--- config.mk ---
export PLATFORM = sky130hd
export DESIGN_NAME = button_debounce_auto_repeat_unit
export DESIGN_NICKNAME = d
export VERILOG_FILES = /design/src/rtl/bdar_pkg.sv /design/src/rtl/button_debounce_auto_repeat_unit.sv /design/src/rtl/bdar_sched.sv /design/src/rtl/bdar_lane.sv
export SDC_FILE = /design/constraint.sdc
export NUM_CORES = 1
export LEC_CHECK = 0
export BUFFER_PORTS_ARGS = -buffer_cell sky130_fd_sc_hd__buf_4
export CAP_MARGIN = 25
export CELL_PAD_IN_SITES_DETAIL_PLACEMENT = 0
export CELL_PAD_IN_SITES_GLOBAL_PLACEMENT = 2
export CORE_MARGIN = 5
export CORE_UTILIZATION = 37
export CTS_CLUSTER_DIAMETER = 40
export DETAILED_ROUTE_END_ITERATION = 6
export PLACE_DENSITY_LB_ADDON = 0.05
export SETUP_SLACK_MARGIN = 0.1
export SLEW_MARGIN = 5
export SYNTH_ARGS = -nofsm -noshare
export SYNTH_HDL_FRONTEND = slang
export SYNTH_SLANG_ARGS = --single-unit
--- constraint.sdc ---
create_clock -name i_clk -period 4.3 [get_ports i_clk]
set_clock_uncertainty 0.15 [all_clocks]
set_input_delay 0 -clock i_clk [delete_from_list [all_inputs] [get_ports i_clk]]
set_output_delay 0 -clock i_clk [all_outputs]
set_load 0.03 [all_outputs]
--- src/rtl/bdar_pkg.sv ---
`timescale 1ns / 1ps
// ----------------------------------------------------------------------------
// bdar_pkg
// Shared constants and types for the button debounce / auto-repeat unit.
// ----------------------------------------------------------------------------
package bdar_pkg;

    localparam int NUM_BUTTONS = 3;
    localparam int CNT_W       = 8;
    localparam int TIMER_W     = 8;
    localparam int CFG_DATA_W  = 8;
    localparam int CFG_IDX_W   = 3;
    localparam int NUM_CHECKS  = 3;
    localparam int CHK_IDX_W   = 2;

    // configuration register indexes
    localparam logic [CFG_IDX_W-1:0] CFG_CONF_TH  = 3'd0;
    localparam logic [CFG_IDX_W-1:0] CFG_BURST_TH = 3'd1;
    localparam logic [CFG_IDX_W-1:0] CFG_BURST_EN = 3'd2;
    localparam logic [CFG_IDX_W-1:0] CFG_CP_FIRST = 3'd3;
    localparam logic [CFG_IDX_W-1:0] CFG_CP_SECND = 3'd4;
    localparam logic [CFG_IDX_W-1:0] CFG_CP_THIRD = 3'd5;

    // reset values of the configuration registers
    localparam logic [CNT_W-1:0]       RST_CONF_TH  = 8'd3;
    localparam logic [CNT_W-1:0]       RST_BURST_TH = 8'd20;
    localparam logic [NUM_BUTTONS-1:0] RST_BURST_EN = 3'b011;
    localparam logic [TIMER_W-1:0]     RST_CP_FIRST = 8'h40;
    localparam logic [TIMER_W-1:0]     RST_CP_SECND = 8'h80;
    localparam logic [TIMER_W-1:0]     RST_CP_THIRD = 8'hC0;

    // checkpoint index value meaning "all checkpoints passed"
    localparam logic [CHK_IDX_W-1:0] CHK_DONE = 2'd3;

    localparam logic [CNT_W-1:0] CNT_MAX = '1;

    typedef logic [TIMER_W-1:0] t_check_points [NUM_CHECKS];

    typedef struct packed {
        logic [CNT_W-1:0] conf_th;
        logic [CNT_W-1:0] burst_th;
    } t_lane_cfg;

    typedef struct packed {
        logic step;   // sample taken on an accepted poll, button enabled
        logic low;    // pin reads pressed
        logic burst;  // auto-repeat enabled for this button
    } t_lane_ctl;

    typedef struct packed {
        logic fire;
        logic pressed;
    } t_lane_res;

endpackage

--- src/rtl/button_debounce_auto_repeat_unit.sv ---
`timescale 1ns / 1ps
// ----------------------------------------------------------------------------
// button_debounce_auto_repeat_unit
// An input transfer's result loads into the output register in the next cycle.
// Throughput: one poll per cycle; a held result stalls polls until it moves.
// Reset (i_rst_n low, synchronous): counters, pressed flags, checkpoint index and
// output valid clear; configuration returns to its default values.
// ----------------------------------------------------------------------------
// Three button lanes run side by side on every poll. The scheduler decides
// whether the poll is a sample point; each lane updates its own counters,
// and the merge stage packs fire and pressed bits into the result register.
// ----------------------------------------------------------------------------
module button_debounce_auto_repeat_unit (
    input  logic                                i_clk,
    input  logic                                i_rst_n,
    // configuration write port
    input  logic                                i_cfg_we,
    input  logic [bdar_pkg::CFG_IDX_W-1:0]      i_cfg_addr,
    input  logic [bdar_pkg::CFG_DATA_W-1:0]     i_cfg_wdata,
    // poll input channel
    input  logic                                i_valid,
    output logic                                o_ready,
    input  logic                                i_timer_overflow,
    input  logic [bdar_pkg::TIMER_W-1:0]        i_timer_value,
    input  logic [bdar_pkg::NUM_BUTTONS-1:0]    i_pin_levels,
    input  logic                                i_updown_enabled,
    // result channel
    output logic                                o_valid,
    input  logic                                i_ready,
    output logic                                o_sample_taken,
    output logic [bdar_pkg::NUM_BUTTONS-1:0]    o_event_fire,
    output logic [bdar_pkg::NUM_BUTTONS-1:0]    o_pressed_flags
);

    // ---------------- configuration registers ----------------
    logic [bdar_pkg::CNT_W-1:0]       r_conf_th;
    logic [bdar_pkg::CNT_W-1:0]       r_burst_th;
    logic [bdar_pkg::NUM_BUTTONS-1:0] r_burst_en;
    bdar_pkg::t_check_points          r_check_points;

    always_ff @(posedge i_clk) begin
        if (!i_rst_n) begin
            r_conf_th         <= bdar_pkg::RST_CONF_TH;
            r_burst_th        <= bdar_pkg::RST_BURST_TH;
            r_burst_en        <= bdar_pkg::RST_BURST_EN;
            r_check_points[0] <= bdar_pkg::RST_CP_FIRST;
            r_check_points[1] <= bdar_pkg::RST_CP_SECND;
            r_check_points[2] <= bdar_pkg::RST_CP_THIRD;
        end else if (i_cfg_we) begin
            unique case (i_cfg_addr)
                bdar_pkg::CFG_CONF_TH:  r_conf_th         <= i_cfg_wdata;
                bdar_pkg::CFG_BURST_TH: r_burst_th        <= i_cfg_wdata;
                bdar_pkg::CFG_BURST_EN:
                    r_burst_en <= i_cfg_wdata[bdar_pkg::NUM_BUTTONS-1:0];
                bdar_pkg::CFG_CP_FIRST: r_check_points[0] <= i_cfg_wdata;
                bdar_pkg::CFG_CP_SECND: r_check_points[1] <= i_cfg_wdata;
                bdar_pkg::CFG_CP_THIRD: r_check_points[2] <= i_cfg_wdata;
                default: ;  // unmapped index: write is dropped
            endcase
        end
    end

    // ---------------- handshake ----------------
    // A new poll moves in whenever the result register is empty or its
    // content is taken in the same cycle.
    logic in_xfer;
    assign o_ready = !o_valid || i_ready;
    assign in_xfer = i_valid && o_ready;

    // ---------------- sample scheduler ----------------
    logic sample;

    bdar_sched u_sched (
        .i_clk            (i_clk),
        .i_rst_n          (i_rst_n),
        .i_accept         (in_xfer),
        .i_timer_overflow (i_timer_overflow),
        .i_timer_value    (i_timer_value),
        .i_check_points   (r_check_points),
        .o_sample         (sample)
    );

    // ---------------- button lanes ----------------
    bdar_pkg::t_lane_cfg lane_cfg;
    bdar_pkg::t_lane_ctl lane_ctl [bdar_pkg::NUM_BUTTONS];
    bdar_pkg::t_lane_res lane_res [bdar_pkg::NUM_BUTTONS];

    assign lane_cfg.conf_th  = r_conf_th;
    assign lane_cfg.burst_th = r_burst_th;

    for (genvar g = 0; g < bdar_pkg::NUM_BUTTONS; g++) begin : g_lane
        // buttons 0 and 1 follow the up/down enable, the rest are always on
        logic enabled;
        assign enabled = (g >= 2) || i_updown_enabled;

        assign lane_ctl[g].step  = in_xfer && sample && enabled;
        assign lane_ctl[g].low   = !i_pin_levels[g];
        assign lane_ctl[g].burst = r_burst_en[g];

        bdar_lane u_lane (
            .i_clk   (i_clk),
            .i_rst_n (i_rst_n),
            .i_cfg   (lane_cfg),
            .i_ctl   (lane_ctl[g]),
            .o_res   (lane_res[g])
        );
    end

    // ---------------- merge stage / result register ----------------
    logic [bdar_pkg::NUM_BUTTONS-1:0] fire_vec;
    logic [bdar_pkg::NUM_BUTTONS-1:0] pressed_vec;

    always_comb begin
        for (int b = 0; b < bdar_pkg::NUM_BUTTONS; b++) begin
            fire_vec[b]    = lane_res[b].fire;
            pressed_vec[b] = lane_res[b].pressed;
        end
    end

    logic                             r_out_valid;
    logic                             r_sample_taken;
    logic [bdar_pkg::NUM_BUTTONS-1:0] r_event_fire;
    logic [bdar_pkg::NUM_BUTTONS-1:0] r_pressed_flags;

    always_ff @(posedge i_clk) begin
        if (!i_rst_n) begin
            r_out_valid <= 1'b0;
        end else if (o_ready) begin
            r_out_valid <= i_valid;
        end
    end

    // payload only loads on an input transfer, so a stalled result holds
    always_ff @(posedge i_clk) begin
        if (in_xfer) begin
            r_sample_taken  <= sample;
            r_event_fire    <= fire_vec;
            r_pressed_flags <= pressed_vec;
        end
    end

    assign o_valid         = r_out_valid;
    assign o_sample_taken  = r_sample_taken;
    assign o_event_fire    = r_event_fire;
    assign o_pressed_flags = r_pressed_flags;

endmodule

--- src/rtl/bdar_sched.sv ---
`timescale 1ns / 1ps
// ----------------------------------------------------------------------------
// bdar_sched
// Sample scheduler: decides whether a poll is a debounce sample point.
// ----------------------------------------------------------------------------
module bdar_sched (
    input  logic                             i_clk,
    input  logic                             i_rst_n,
    input  logic                             i_accept,
    input  logic                             i_timer_overflow,
    input  logic [bdar_pkg::TIMER_W-1:0]     i_timer_value,
    input  bdar_pkg::t_check_points          i_check_points,
    output logic                             o_sample
);

    logic [bdar_pkg::CHK_IDX_W-1:0] r_check_index;
    logic [bdar_pkg::CHK_IDX_W-1:0] n_check_index;
    logic [bdar_pkg::TIMER_W-1:0]   cur_point;
    logic                           point_hit;

    always_comb begin
        unique case (r_check_index)
            2'd0:    cur_point = i_check_points[0];
            2'd1:    cur_point = i_check_points[1];
            2'd2:    cur_point = i_check_points[2];
            default: cur_point = '0;
        endcase
    end

    assign point_hit = (r_check_index != bdar_pkg::CHK_DONE) &&
                       (i_timer_value >= cur_point);

    always_comb begin
        o_sample      = 1'b0;
        n_check_index = r_check_index;
        priority if (i_timer_overflow) begin
            o_sample      = 1'b1;
            n_check_index = '0;
        end else if (point_hit) begin
            o_sample      = 1'b1;
            n_check_index = r_check_index + 2'd1;
        end else begin
            o_sample      = 1'b0;
        end
    end

    always_ff @(posedge i_clk) begin
        if (!i_rst_n) begin
            r_check_index <= '0;
        end else if (i_accept) begin
            r_check_index <= n_check_index;
        end
    end

endmodule

--- src/rtl/bdar_lane.sv ---
`timescale 1ns / 1ps
// ----------------------------------------------------------------------------
// bdar_lane
// Per-button debounce counter, pressed flag and auto-repeat counter.
// ----------------------------------------------------------------------------
module bdar_lane (
    input  logic                i_clk,
    input  logic                i_rst_n,
    input  bdar_pkg::t_lane_cfg i_cfg,
    input  bdar_pkg::t_lane_ctl i_ctl,
    output bdar_pkg::t_lane_res o_res
);

    logic [bdar_pkg::CNT_W-1:0] r_conf;
    logic [bdar_pkg::CNT_W-1:0] n_conf;
    logic [bdar_pkg::CNT_W-1:0] r_rep;
    logic [bdar_pkg::CNT_W-1:0] n_rep;
    logic                       r_pressed;
    logic                       n_pressed;
    logic [bdar_pkg::CNT_W-1:0] conf_inc;
    logic                       fire;

    assign conf_inc = (r_conf != bdar_pkg::CNT_MAX) ? r_conf + 8'd1 : r_conf;

    always_comb begin
        n_conf    = r_conf;
        n_rep     = r_rep;
        n_pressed = r_pressed;
        fire      = 1'b0;
        if (i_ctl.step) begin
            if (!i_ctl.low) begin
                // released: drop everything
                n_conf    = '0;
                n_rep     = '0;
                n_pressed = 1'b0;
            end else if (!r_pressed) begin
                n_conf = conf_inc;
                if (conf_inc >= i_cfg.conf_th) begin
                    n_pressed = 1'b1;
                    fire      = 1'b1;
                end
            end else if (i_ctl.burst) begin
                if (r_rep < i_cfg.burst_th) begin
                    n_rep = r_rep + 8'd1;
                end else begin
                    fire = 1'b1;
                end
            end
        end
    end

    always_ff @(posedge i_clk) begin
        if (!i_rst_n) begin
            r_conf    <= '0;
            r_rep     <= '0;
            r_pressed <= 1'b0;
        end else begin
            r_conf    <= n_conf;
            r_rep     <= n_rep;
            r_pressed <= n_pressed;
        end
    end

    assign o_res.fire    = fire;
    assign o_res.pressed = n_pressed;

endmodule

==> summary.txt, run 1 <==
Outcome
  – Status: complete, but fails checks
  – Failing checks: DRC

Global route
  – GR Overflow Total: 0
  – Vias in the first global route: 5511
  – Gr usage total: 18.8%
  – Global-route wire length before repair: 29600 microns
  – Initial antenna violation count: 0
  – Pin count of the biggest net entering global routing: 43

Layout
  – Most frequent cells in the layout: 137 x nand2_1, 97 x dfxtp_1, 96 x a21oi_1
  – Fin util: 43.8%
  – Seq. cell area: 2150 sq um
  – P&R area growth vs syn: 16.6%
  – Ratio of cells with drive above 1 in the final layout: 9.82%
  – Commonest non-fill, non-tap cell in the layout: nand2_1
  – Final net count: 912
  – Filler cell count: 1693
  – Multi-input gate area: 3760 sq um
  – Post-Layout Cell Count: 1046

Route
  – Routed Wire Length: 18300 microns
  – Drt initial violations: 464
  – Via-per-instance ratio: 5.58
  – Wire per inst: 17.5 microns
  – Drt pass-1 iters: 7
  – Antenna Nets Post-Route: 0
  – Vias: 5833
  – DR DRC count: 5

Timing
  – Worst Tran Pin Value: 0.683 ns
  – Fin. max-slew vios: 0
  – Slew Limit Headroom: 54.4%
  – Post-layout minimum cycle time: 3.90 ns
  – Ratio of final minimum period to clock period: 90.8%
  – Hold Violations, Final: 0
  – Max Fclk: 256 MHz
  – TNS Setup: 0 ns
  – RSZ-0062 raised after global routing: no
  – Setup violators final: 0

Floorplan
  – Die height: 139 microns
  – Initial Utilization: 37.6%
  – Ports: 38
  – Core area: 16500 sq um
  – Rows: 47
  – Die Area: 19400 sq um
  – Die X: 139 microns

Clock network
  – CTS tree: done
  – H-tree depth: 3
  – Clk Tree Root Cell: clkbuf_16
  – Clock Latency Late Sink: 0.35 ns
  – Hold buffers post-CTS: 21
  – Post-CTS Repair Setup Buffers: 0
  – Number of CTS-inserted buffers: 9
  – CTS max path bufs: 2
  – Post_cts resized: 0
  – CTS sink cnt: 104
  – Worst-path clk slew: 0.07 ns

Min path
  – Worst min path class: in2reg

Power
  – Max rail drop VDD: 0.199 mV
  – Pwr dens: 299 nW/um^2
  – Leakage: 0.00283 uW
  – Overall power: 2160 uW

Synthesis
  – Mean Syn Cell Area: 7.99 sq um
  – Dominant cell type by area after synthesis: dfxtp_1
  – Top post-synthesis cells by area: dfxtp_1 31%, ha_1 13%, nand2_1 8.3%, a21oi_1 7.8%, nand3_1 3.6%
  – Yosys cell types: 63
  – Share of flip-flops with an asynchronous set or reset: 0%
  – Seq/Total Area, Yosys: 34.8%
  – Number of flops mapped to enable cells by yosys: 7
  – Syn Nets: 866
  – Yosys top cell area share: 31.4%
  – Number of synthesized register bits: 104
  – Mapped cell area: 6190 sq um
  – Main flop type after synthesis: dfxtp_1
  – Post-Syn Instances: 774
  – Yosys warnings: 0

Placement
  – Placed Instances: 1007
  – Post-DP HPWL: 13500 microns
  – GPL Wtd Cong: 0.848
  – Number of I/O port buffers: 37

Worst setup path
  – Arr. time, crit path: 3.96 ns
  – CP Launch Type: flop
  – Flop-to-flop setup slack: 0.40 ns
  – Setup CP Type: reg2reg
  – Crit. End Element: flop
  – Critical Path Fanout Max: 23
  – CP Data Required Time: 4.36 ns

Flow run
  – MaxCap Viol Count: 0
-- layout make-up --
| class | count | area share, % |
|---|---|---|
| Clock inverter | 4 | 0.677 |
| Inverter | 40 | 2.08 |
| Clock buffer | 12 | 3.85 |
| Sequential cell | 104 | 29.8 |
| Timing Repair Buffer | 65 | 7.49 |
| Multi-Input combinational cell | 600 | 52.2 |
| Antenna cell | 1 | 0.0347 |
| Tap cell | 220 | 3.82 |
-- state kept, by name, indices dropped and copies added (netlist names) --
register	flops
o_pressed_flags	3
g_lane.u_lane.r_pressed	3
r_burst_th	8
g_lane.u_lane.r_rep	24
u_sched.r_check_index	2
r_conf_th	8
o_event_fire	3
r_check_points	24
g_lane.u_lane.r_conf	24
r_burst_en	3
o_sample_taken	1
o_valid	1
-- kinds of logic (layout without fill, tap and decap cells) --
family	after synthesis	in the layout	share of synthesized area, %
AND/OR/NAND/NOR	312	312	24.1
other	0	1	0
flip-flops	104	104	34.8
adder cells (fa/ha/maj)	63	63	12.7
multiplexers	7	7	1.17
XOR/XNOR	7	7	0.991
buffers and inverters	70	121	4.35
AO/OA/AOI/OAI	211	211	21.9
-- through the flow --
stage | setup WS (ns) | hold WS, ns | area, sq um
2_1_floorplan | 1.13 | -0.0260 | 6190
3_3_place_gp | 0.674 | 0.0894 | 6670
3_5_place_dp | 0.450 | 0.117 | 6670
4_1_cts | 0.438 | 0.0351 | 7200
5_1_grt | 0.215 | 0.0944 | 7210
6_report | 0.397 | 0.0537 | 7210
-- worst paths after layout --
kind	from	to	depth (start not counted)
worst max-delay path	u_sched.r_check_index[0]	g_lane[0].u_lane.r_conf[4]	13
worst min-delay path	i_cfg_addr[2]	r_check_points[4]	5
worst max register to register	u_sched.r_check_index[0]	g_lane[0].u_lane.r_conf[4]	13
worst min register to register	r_burst_th[7]	r_burst_th[7]	2
-- synthesized netlist by cell type, types with 8 or more instances --
cell        n
nor3_1      9
o32ai_1     8
nand2b_1   10
o211ai_1    8
ha_1       63
inv_1      39
nor2_1     41
clkbuf_1   24
nand2_1   137
a222oi_1    8
nand3_1    45
o21ai_0    31
and3_1     17
a21oi_1    96
a211oi_1   10
dfxtp_1    97
nand4_1    10
-- critical path, stage by stage, from the launching register on --
cell and delay [ns]:
dfxtp_1 0.34, inv_1 0.11, ha_1 0.33, a222oi_1 0.15, or2_2 0.30, ha_1 0.29
and3_1 0.17, a221oi_1 0.07, o221a_2 0.32, inv_2 0.19, nand3_1 0.34, buf_4 0.35
a21oi_1 0.47, o32ai_1 0.16
-- where the power goes --
group	internal (uW)	switching [uW]	total, uW
combinational	91.7	157	249
clock	518	382	901
sequential	991	14.1	1010
total	1600	554	2160
-- routing by layer --
layer  share of wire [%]  routed length [microns]  GRT usage (%)  vias up
li1                    -                        -              -     2908
met1                  48                     8840           26.8     2798
met2                  46                     8350           30.2      110
met3                 4.6                      843           2.02       17
met4                 1.4                      259           5.66        0
met5                   0                        0              0        -
(Power assumes the default switching activity.)
==> inputs of run 2 (changes only) <==
Settings changed: CAP_MARGIN 25 to not set, CORE_UTILIZATION 37 to 38, CTS_BUF_LIST set to sky130_fd_sc_hd__clkbuf_4.
==> run 2 against run 1 <==
- highest routed layer unchanged
- flip-flop and latch count did not move
- the run now ends clean
- register-to-register slack better by 0.096 ns
- maximum frequency is 2.5% higher
- largest power group unchanged
==> summary.txt, run 2 (synthesis gave the netlist of run 1 again) <==
Worst setup path
  – CP Cell Sequence: inv_1 -> ha_1 -> a222oi_1 -> or2_2 -> ha_1 -> and3_1 -> a221oi_1 -> o221a_2 -> inv_2 -> nand3_1 -> buf_4 -> a21oi_1 -> o32ai_1
  – Critical Path Fanout Max: 15 (-35%)
  – CP Data Required Time: 4.50 ns (+0.14 ns)
  – CP Launch Type: flop
  – Crit. End Element: flop
  – Critical Path Slowest Stage Cell: a21oi_1
  – Crit path from: u_sched.r_check_index[0]
  – CP most frequent cell: ha_1
  – Setup CP Type: reg2reg
  – FF-to-FF path depth: 13 (unchanged)
  – Arr. time, crit path: 4.01 ns (+0.05 ns)
  – Worst r2r src: u_sched.r_check_index[0]
  – Largest stage delay, worst path: 0.44 ns (-0.03 ns)

Timing
  – Worst setup margin: 0.493 ns (+0.0961 ns)
  – Hold Violations, Final: 0 (unchanged)
  – Fin. max-slew vios: 0 (unchanged)
  – Ratio of final minimum period to clock period: 88.5% (-2.2 points)
  – Max Fclk: 263 MHz (+2.5%)
  – RSZ-0062 raised after global routing: no
  – Post-layout minimum cycle time: 3.81 ns (-0.0961 ns)
  – TNS Setup: 0 ns (unchanged)
  – Setup violators final: 0 (unchanged)
  – Hold Slack: 0.188 ns (+0.135 ns)
  – Worst Tran Pin Value: 0.970 ns (+0.288 ns)
  – Slew Limit Headroom: 34.8% (-20 points)

Global route
  – Initial antenna violation count: 0 (unchanged)
  – Gr usage total: 20.0% (+1.2 points)
  – Pin count of the biggest net entering global routing: 52 (+21%)
  – Global-route wire length before repair: 29500 microns (-0.37%)
  – GR Overflow Total: 0 (unchanged)
  – Vias in the first global route: 5682 (+3.1%)

Layout
  – Final net count: 925 (+1.4%)
  – Commonest non-fill, non-tap cell in the layout: nand2_1
  – Final instance area: 7140 sq um (-0.99%)
  – Most frequent cells in the layout: 137 x nand2_1, 97 x dfxtp_1, 96 x a21oi_1
  – Top Registers: g_lane.u_lane.r_conf (24), g_lane.u_lane.r_rep (24), r_check_points (24)
  – P&R area growth vs syn: 15.4%
  – Ratio of cells with drive above 1 in the final layout: 9.43% (-0.39 points)

Route
  – Via-per-instance ratio: 5.56 (-0.34%)
  – Drt initial violations: 308 (-34%)
  – Routed Wire Length: 18200 microns (-0.66%)
  – DR DRC count: 0 (-5)
  – Wire per inst: 17.2 microns (-1.5%)
  – Antenna Nets Post-Route: 0 (unchanged)
  – Drt pass-1 iters: 6 (-1)
  – Vias: 5863 (+0.51%)

Floorplan
  – Ports: 38 (unchanged)
  – Initial Utilization: 38.8% (+1.2 points)
  – Core area: 15900 sq um (-3.2%)
  – Die Area: 18900 sq um (-2.4%)
  – Die height: 138 microns (-1.2%)
  – Rows: 46 (-2.1%)
  – Die X: 138 microns (-1.2%)

Placement
  – Placed cell area: 6670 sq um (about the same)
  – Number of I/O port buffers: 37 (unchanged)
  – GPL Wtd Cong: 0.824 (-2.9%)
  – Post-DP HPWL: 13300 microns (-1.9%)
  – Dpl ws: 0.555 ns (+0.105 ns)

Clock network
  – Number of CTS-inserted buffers: 9 (unchanged)
  – Clk Tree Root Cell: clkbuf_4
  – CTS sink cnt: 104 (unchanged)
  – Post_cts resized: 0 (unchanged)
  – Hold buffers post-CTS: 34 (+62%)
  – CTS max path bufs: 2 (unchanged)
  – Worst-path clk slew: 0.17 ns (+0.10 ns)
  – H-tree depth: 3 (unchanged)
  – Post-CTS Repair Setup Buffers: 0 (unchanged)
  – CTS tree: done
  – Clock Latency Late Sink: 0.49 ns (+0.14 ns)

Power
  – Leakage: 0.00281 uW (-0.51%)
  – Max rail drop VDD: 0.147 mV (-26%)
  – Pwr dens: 249 nW/um^2 (-17%)

Min path
  – Hold path depth: 5 (unchanged)
  – Hold Crit Start: i_timer_overflow
  – Worst min path class: in2reg

Flow run
  – MaxCap Viol Count: 0 (unchanged)

Outcome
  – Status: finished clean
==> run 2: critical path: cells and delay by family (launching register included) <==
family          cells  cell delay, ns
compound gates      5            1.13
simple gates        3            0.80
buf+inv             3            0.61
fa+ha+maj           2            0.61
flops               1            0.37
==> run 2: per-stage QoR <==
step           utilization, %  power [uW]  cells
2_1_floorplan               -        1170    774
3_3_place_gp             41.8        1260   1004
3_5_place_dp             41.8        1260   1004
4_1_cts                  44.8        1800   1054
5_1_grt                  44.8        1860   1054
6_report                 44.8        1780   1055
==> run 2: path summary, 6_finish.rpt <==
path / end / slack, ns
worst max register to register: g_lane[0].u_lane.r_conf[5] / 0.49
worst max-delay path: g_lane[0].u_lane.r_conf[5] / 0.49
worst min register to register: r_burst_th[7] / 0.32
worst min-delay path: u_sched.r_check_index[0] / 0.19
==> run 2: where the power goes <==
part | total [uW] | internal [uW] | switching (uW)
clock network | 515 | 186 | 329
logic | 254 | 96.4 | 158
registers | 1010 | 993 | 13.9
==> run 2: final cells by class <==
cell class                 instances  area (sq um)
clock inverter                     5          47.5
tap                              216           270
clock buffer                      11          82.6
inverter                          40           150
sequential                       104          2150
multi-input combinational        600          3760
antenna                            1          2.50
fill                            1621          8800
timing repair buffer              78           671
==> run 2: routing by layer <==
| layer | wire [microns] | track usage, % |
|---|---|---|
| met2 | 8320 | 32.5 |
| met5 | 0 | 0 |
| met3 | 718 | 2.92 |
| met1 | 8830 | 27.6 |
| met4 | 294 | 5.88 |
==> inputs of run 3 (changes only) <==
Settings changed: ABC_AREA set to 1, CORE_UTILIZATION 38 to 36.
==> run 3 against run 2 <==
- maximum frequency is 14% higher
- critical path depth grew 5
- sequential power about the same
- first-iteration DRC count is 13% lower
- die area up 7.9%
- global-route usage is 1.9 points lower
- critical path type unchanged
==> summary.txt, run 3 <==
Synthesis
  – Largest family of logic cells by synthesized area: simple AND/OR/NAND/NOR gates
  – Top post-synthesis cells by area: dfxtp_1 31%, ha_1 12%, nand2_1 12%, nor2_1 7.3%, a21oi_1 7.0%
  – Number of flops mapped to enable cells by yosys: 7 (unchanged)
  – Synth Area in XOR/XNOR: 2.89% (+1.9 points)
  – Post-Syn Instances: 906 (+17%)
  – Adder-Cell Fraction of Synth Area: 12.4% (-0.35 points)
  – Seq/Total Area, Yosys: 33.8% (-0.94 points)
  – Most frequent cell after synthesis: nand2_1
  – Compound-gate portion of the synthesized area: 12.7% (-9.2 points)
  – Mapped cell area: 6360 sq um (+2.8%)
  – Mean Syn Cell Area: 7.02 sq um (-12%)
  – Synth Area in Simple Gates: 30.6% (+6.5 points)
  – Dominant cell type by area after synthesis: dfxtp_1
  – Syn Nets: 998 (+15%)
  – Yosys cell types: 36 (-43%)
  – Mux cell area share after synthesis: 0% (-1.2 points)
  – Number of synthesized register bits: 104 (unchanged)
  – Yosys top cell area share: 30.5% (-0.85 points)
  – Synth top cells by count: 202 x nand2_1, 123 x nor2_1, 97 x dfxtp_1
  – Yosys warnings: 0 (unchanged)
  – Share of flip-flops with an asynchronous set or reset: 0% (unchanged)
  – Main flop type after synthesis: dfxtp_1

Power
  – Logic gate share of total power: 16.8% (+2.5 points)
  – Leakage: 0.00333 uW (+18%)
  – Max rail drop VDD: 0.201 mV (+37%)
  – Pint: 1320 uW (+3.4%)
  – Psw: 606 uW (+21%)
  – Clock network fraction of total power: 29.5% (+0.5 points)
  – Switching part of the total: 31.5% (+3.3 points)
  – Pwr dens: 264 nW/um^2 (+6.0%)
  – Sequential power share: 53.8% (-2.9 points)

Floorplan
  – Die X: 143 microns (+3.9%)
  – Die Area: 20400 sq um (+7.9%)
  – Ports: 38 (unchanged)
  – Initial Utilization: 36.8% (-2.0 points)
  – Die height: 143 microns (+3.9%)
  – Core area: 17300 sq um (+8.5%)
  – Rows: 48 (+4.3%)

Global route
  – Initial antenna violation count: 1 (+1)
  – Vias in the first global route: 5696 (+0.25%)
  – GR Overflow Total: 0 (unchanged)
  – Global-route wire length before repair: 29500 microns (-0.14%)
  – Gr usage total: 18.2% (-1.9 points)
  – Pin count of the biggest net entering global routing: 60 (+15%)

Clock network
  – Clock Latency Late Sink: 0.50 ns (about the same)
  – H-tree depth: 3 (unchanged)
  – CTS tree: done
  – Clk Tree Root Cell: clkbuf_4
  – Worst-path clk slew: 0.18 ns (about the same)
  – CTS max path bufs: 2 (unchanged)
  – Post-CTS Repair Setup Buffers: 0 (unchanged)
  – Number of CTS-inserted buffers: 9 (unchanged)
  – CTS sink cnt: 104 (unchanged)

Worst setup path
  – CP most frequent cell: nand2_1
  – Crit path buffers/inverters: 3 (unchanged)
  – Arr. time, crit path: 3.63 ns (-0.38 ns)
  – Cell family with most CP delay: simple AND/OR/NAND/NOR gates
  – CP Data Required Time: 4.58 ns (+0.08 ns)
  – Flop-to-flop setup slack: 0.95 ns (+0.46 ns)
  – Critical Path Slowest Stage Cell: dlygate4sd3_1
  – Critical Path Fanout Max: 21 (+6)
  – Largest stage delay, worst path: 0.59 ns (+0.15 ns)
  – CP Cell Sequence: inv_1 -> ha_1 -> nand2_1 -> nand3_1 -> nand2_1 -> inv_1 -> ha_1 -> nand2_1 -> nand3_1 -> nand2_1 -> nand2_1 -> nand2_1 -> nand2_1 -> nand2_2 -> a21oi_4 -> nand4_1 -> dlygate4sd3_1 -> a21oi_1
  – Crit. End Element: flop
  – CP Launch Type: flop
  – Setup CP Type: reg2reg

Layout
  – Commonest non-fill, non-tap cell in the layout: nand2_1
  – Final net count: 1058 (+14%)
  – Filler cell count: 1839 (+13%)
  – Top Registers: g_lane.u_lane.r_conf (24), g_lane.u_lane.r_rep (24), r_check_points (24)
  – Seq. cell area: 2150 sq um (unchanged)
  – Most frequent cells in the layout: 202 x nand2_1, 123 x nor2_1, 97 x dfxtp_1
  – Final instance area: 7300 sq um (+2.2%)
  – P&R area growth vs syn: 14.8%
  – Multi-input gate area: 3720 sq um (-1.1%)
  – Ratio of cells with drive above 1 in the final layout: 7.42% (-2.0 points)

Timing
  – Worst Tran Pin Value: 0.603 ns (-0.367 ns)
  – Hold Violations, Final: 0 (unchanged)
  – Slew Limit Headroom: 59.7% (+25 points)
  – RSZ-0062 raised after global routing: no
  – Post-layout minimum cycle time: 3.35 ns (-0.460 ns)
  – TNS Setup: 0 ns (unchanged)
  – Max Fclk: 299 MHz (+14%)
  – Ratio of final minimum period to clock period: 77.8% (-11 points)
  – Fin. max-slew vios: 0 (unchanged)
  – Setup violators final: 0 (unchanged)

Route
  – Wire per inst: 14.9 microns (-14%)
  – Drt initial violations: 268 (-13%)
  – Routed Wire Length: 17800 microns (-2.1%)
  – Via-per-instance ratio: 4.99 (-10%)
  – Drt pass-1 iters: 6 (unchanged)
  – DR DRC count: 0 (unchanged)
  – Vias: 5972 (+1.9%)
  – Antenna Nets Post-Route: 0 (unchanged)

Outcome
  – Status: finished clean

Placement
  – GPL Wtd Cong: 0.813 (-1.3%)
  – Post-DP HPWL: 13400 microns (+1.4%)
  – Placed cell area: 6790 sq um (+1.9%)
  – Number of I/O port buffers: 37 (unchanged)

Flow run
  – MaxCap Viol Count: 0 (unchanged)

Min path
  – Worst min path class: in2reg
[run 3: cell families (layout without fill, tap and decap cells)]
kind of cell / Yosys count / in the layout
compound gates: 151 / 151
xor+xnor: 21 / 21
fa+ha+maj: 63 / 63
buf+inv: 117 / 182
flops: 104 / 104
other cells: 0 / 1
simple gates: 450 / 450
[run 3: path summary, 6_finish.rpt]
path | startpoint | end | cells past startpoint
worst max register to register | u_sched.r_check_index[0] | g_lane[0].u_lane.r_rep[7] | 18
worst max-delay path | u_sched.r_check_index[0] | g_lane[0].u_lane.r_rep[7] | 18
worst min register to register | r_burst_en[0] | r_burst_en[0] | 2
worst min-delay path | i_timer_value[7] | o_sample_taken | 7
[run 3: cell type report]
type / count / area share (%)
flip-flops and latches: 104 / 29.5
multi-input cells: 685 / 51.0
clock buffers: 9 / 0.925
repair buffers: 73 / 8.71
clock inverters: 7 / 1.20
diodes: 1 / 0.0343
inverters: 93 / 4.78
well taps: 225 / 3.86
[run 3: what timing repair did]
item                                    in CTS  in global routing
gates resized for setup                      0                  0
endpoints found under the hold margin      100                  0
hold buffers                                35                  0
endpoints found under the setup margin       0                  0
[run 3: metrics by stage]
step	total power, uW	util [%]	hold WS, ns	cells	worst slack (ns)
floorplan	1260	-	-0.0239	906	1.78
global placement	1350	39.3	0.136	1145	1.28
detailed placement	1360	39.3	0.136	1145	1.17
CTS	1950	42.2	0.0166	1196	0.953
global route	2040	42.2	0.0432	1197	0.628
finish	1920	42.2	0.0506	1197	0.953
[run 3: power by group through the flow]
stage / Clock, uW / Combinational [uW] / Sequential [uW]
CTS: 588 / 327 / 1030
global placement: 0 / 298 / 1060
detailed placement: 0 / 304 / 1050
global route: 628 / 371 / 1040
finish: 567 / 322 / 1030
floorplan: 0 / 205 / 1060
[run 3: tightest hold or removal path, cell delays in order]
cell,delay (ns)
buf_4,0.08
ha_1,0.13
nor2_1,0.04
o21a_1,0.09
nand2_1,0.07
nand2_2,0.09
nand2_4,0.10
[run 3: metal layers]
metal  wire length (microns)  GRT usage [%]  vias up
li1                        -              -     3117
met1                    8910           25.3     2715
met2                    7860           28.9      121
met3                     714           3.72       19
met4                     289           4.65        0
met5                       0              0        -
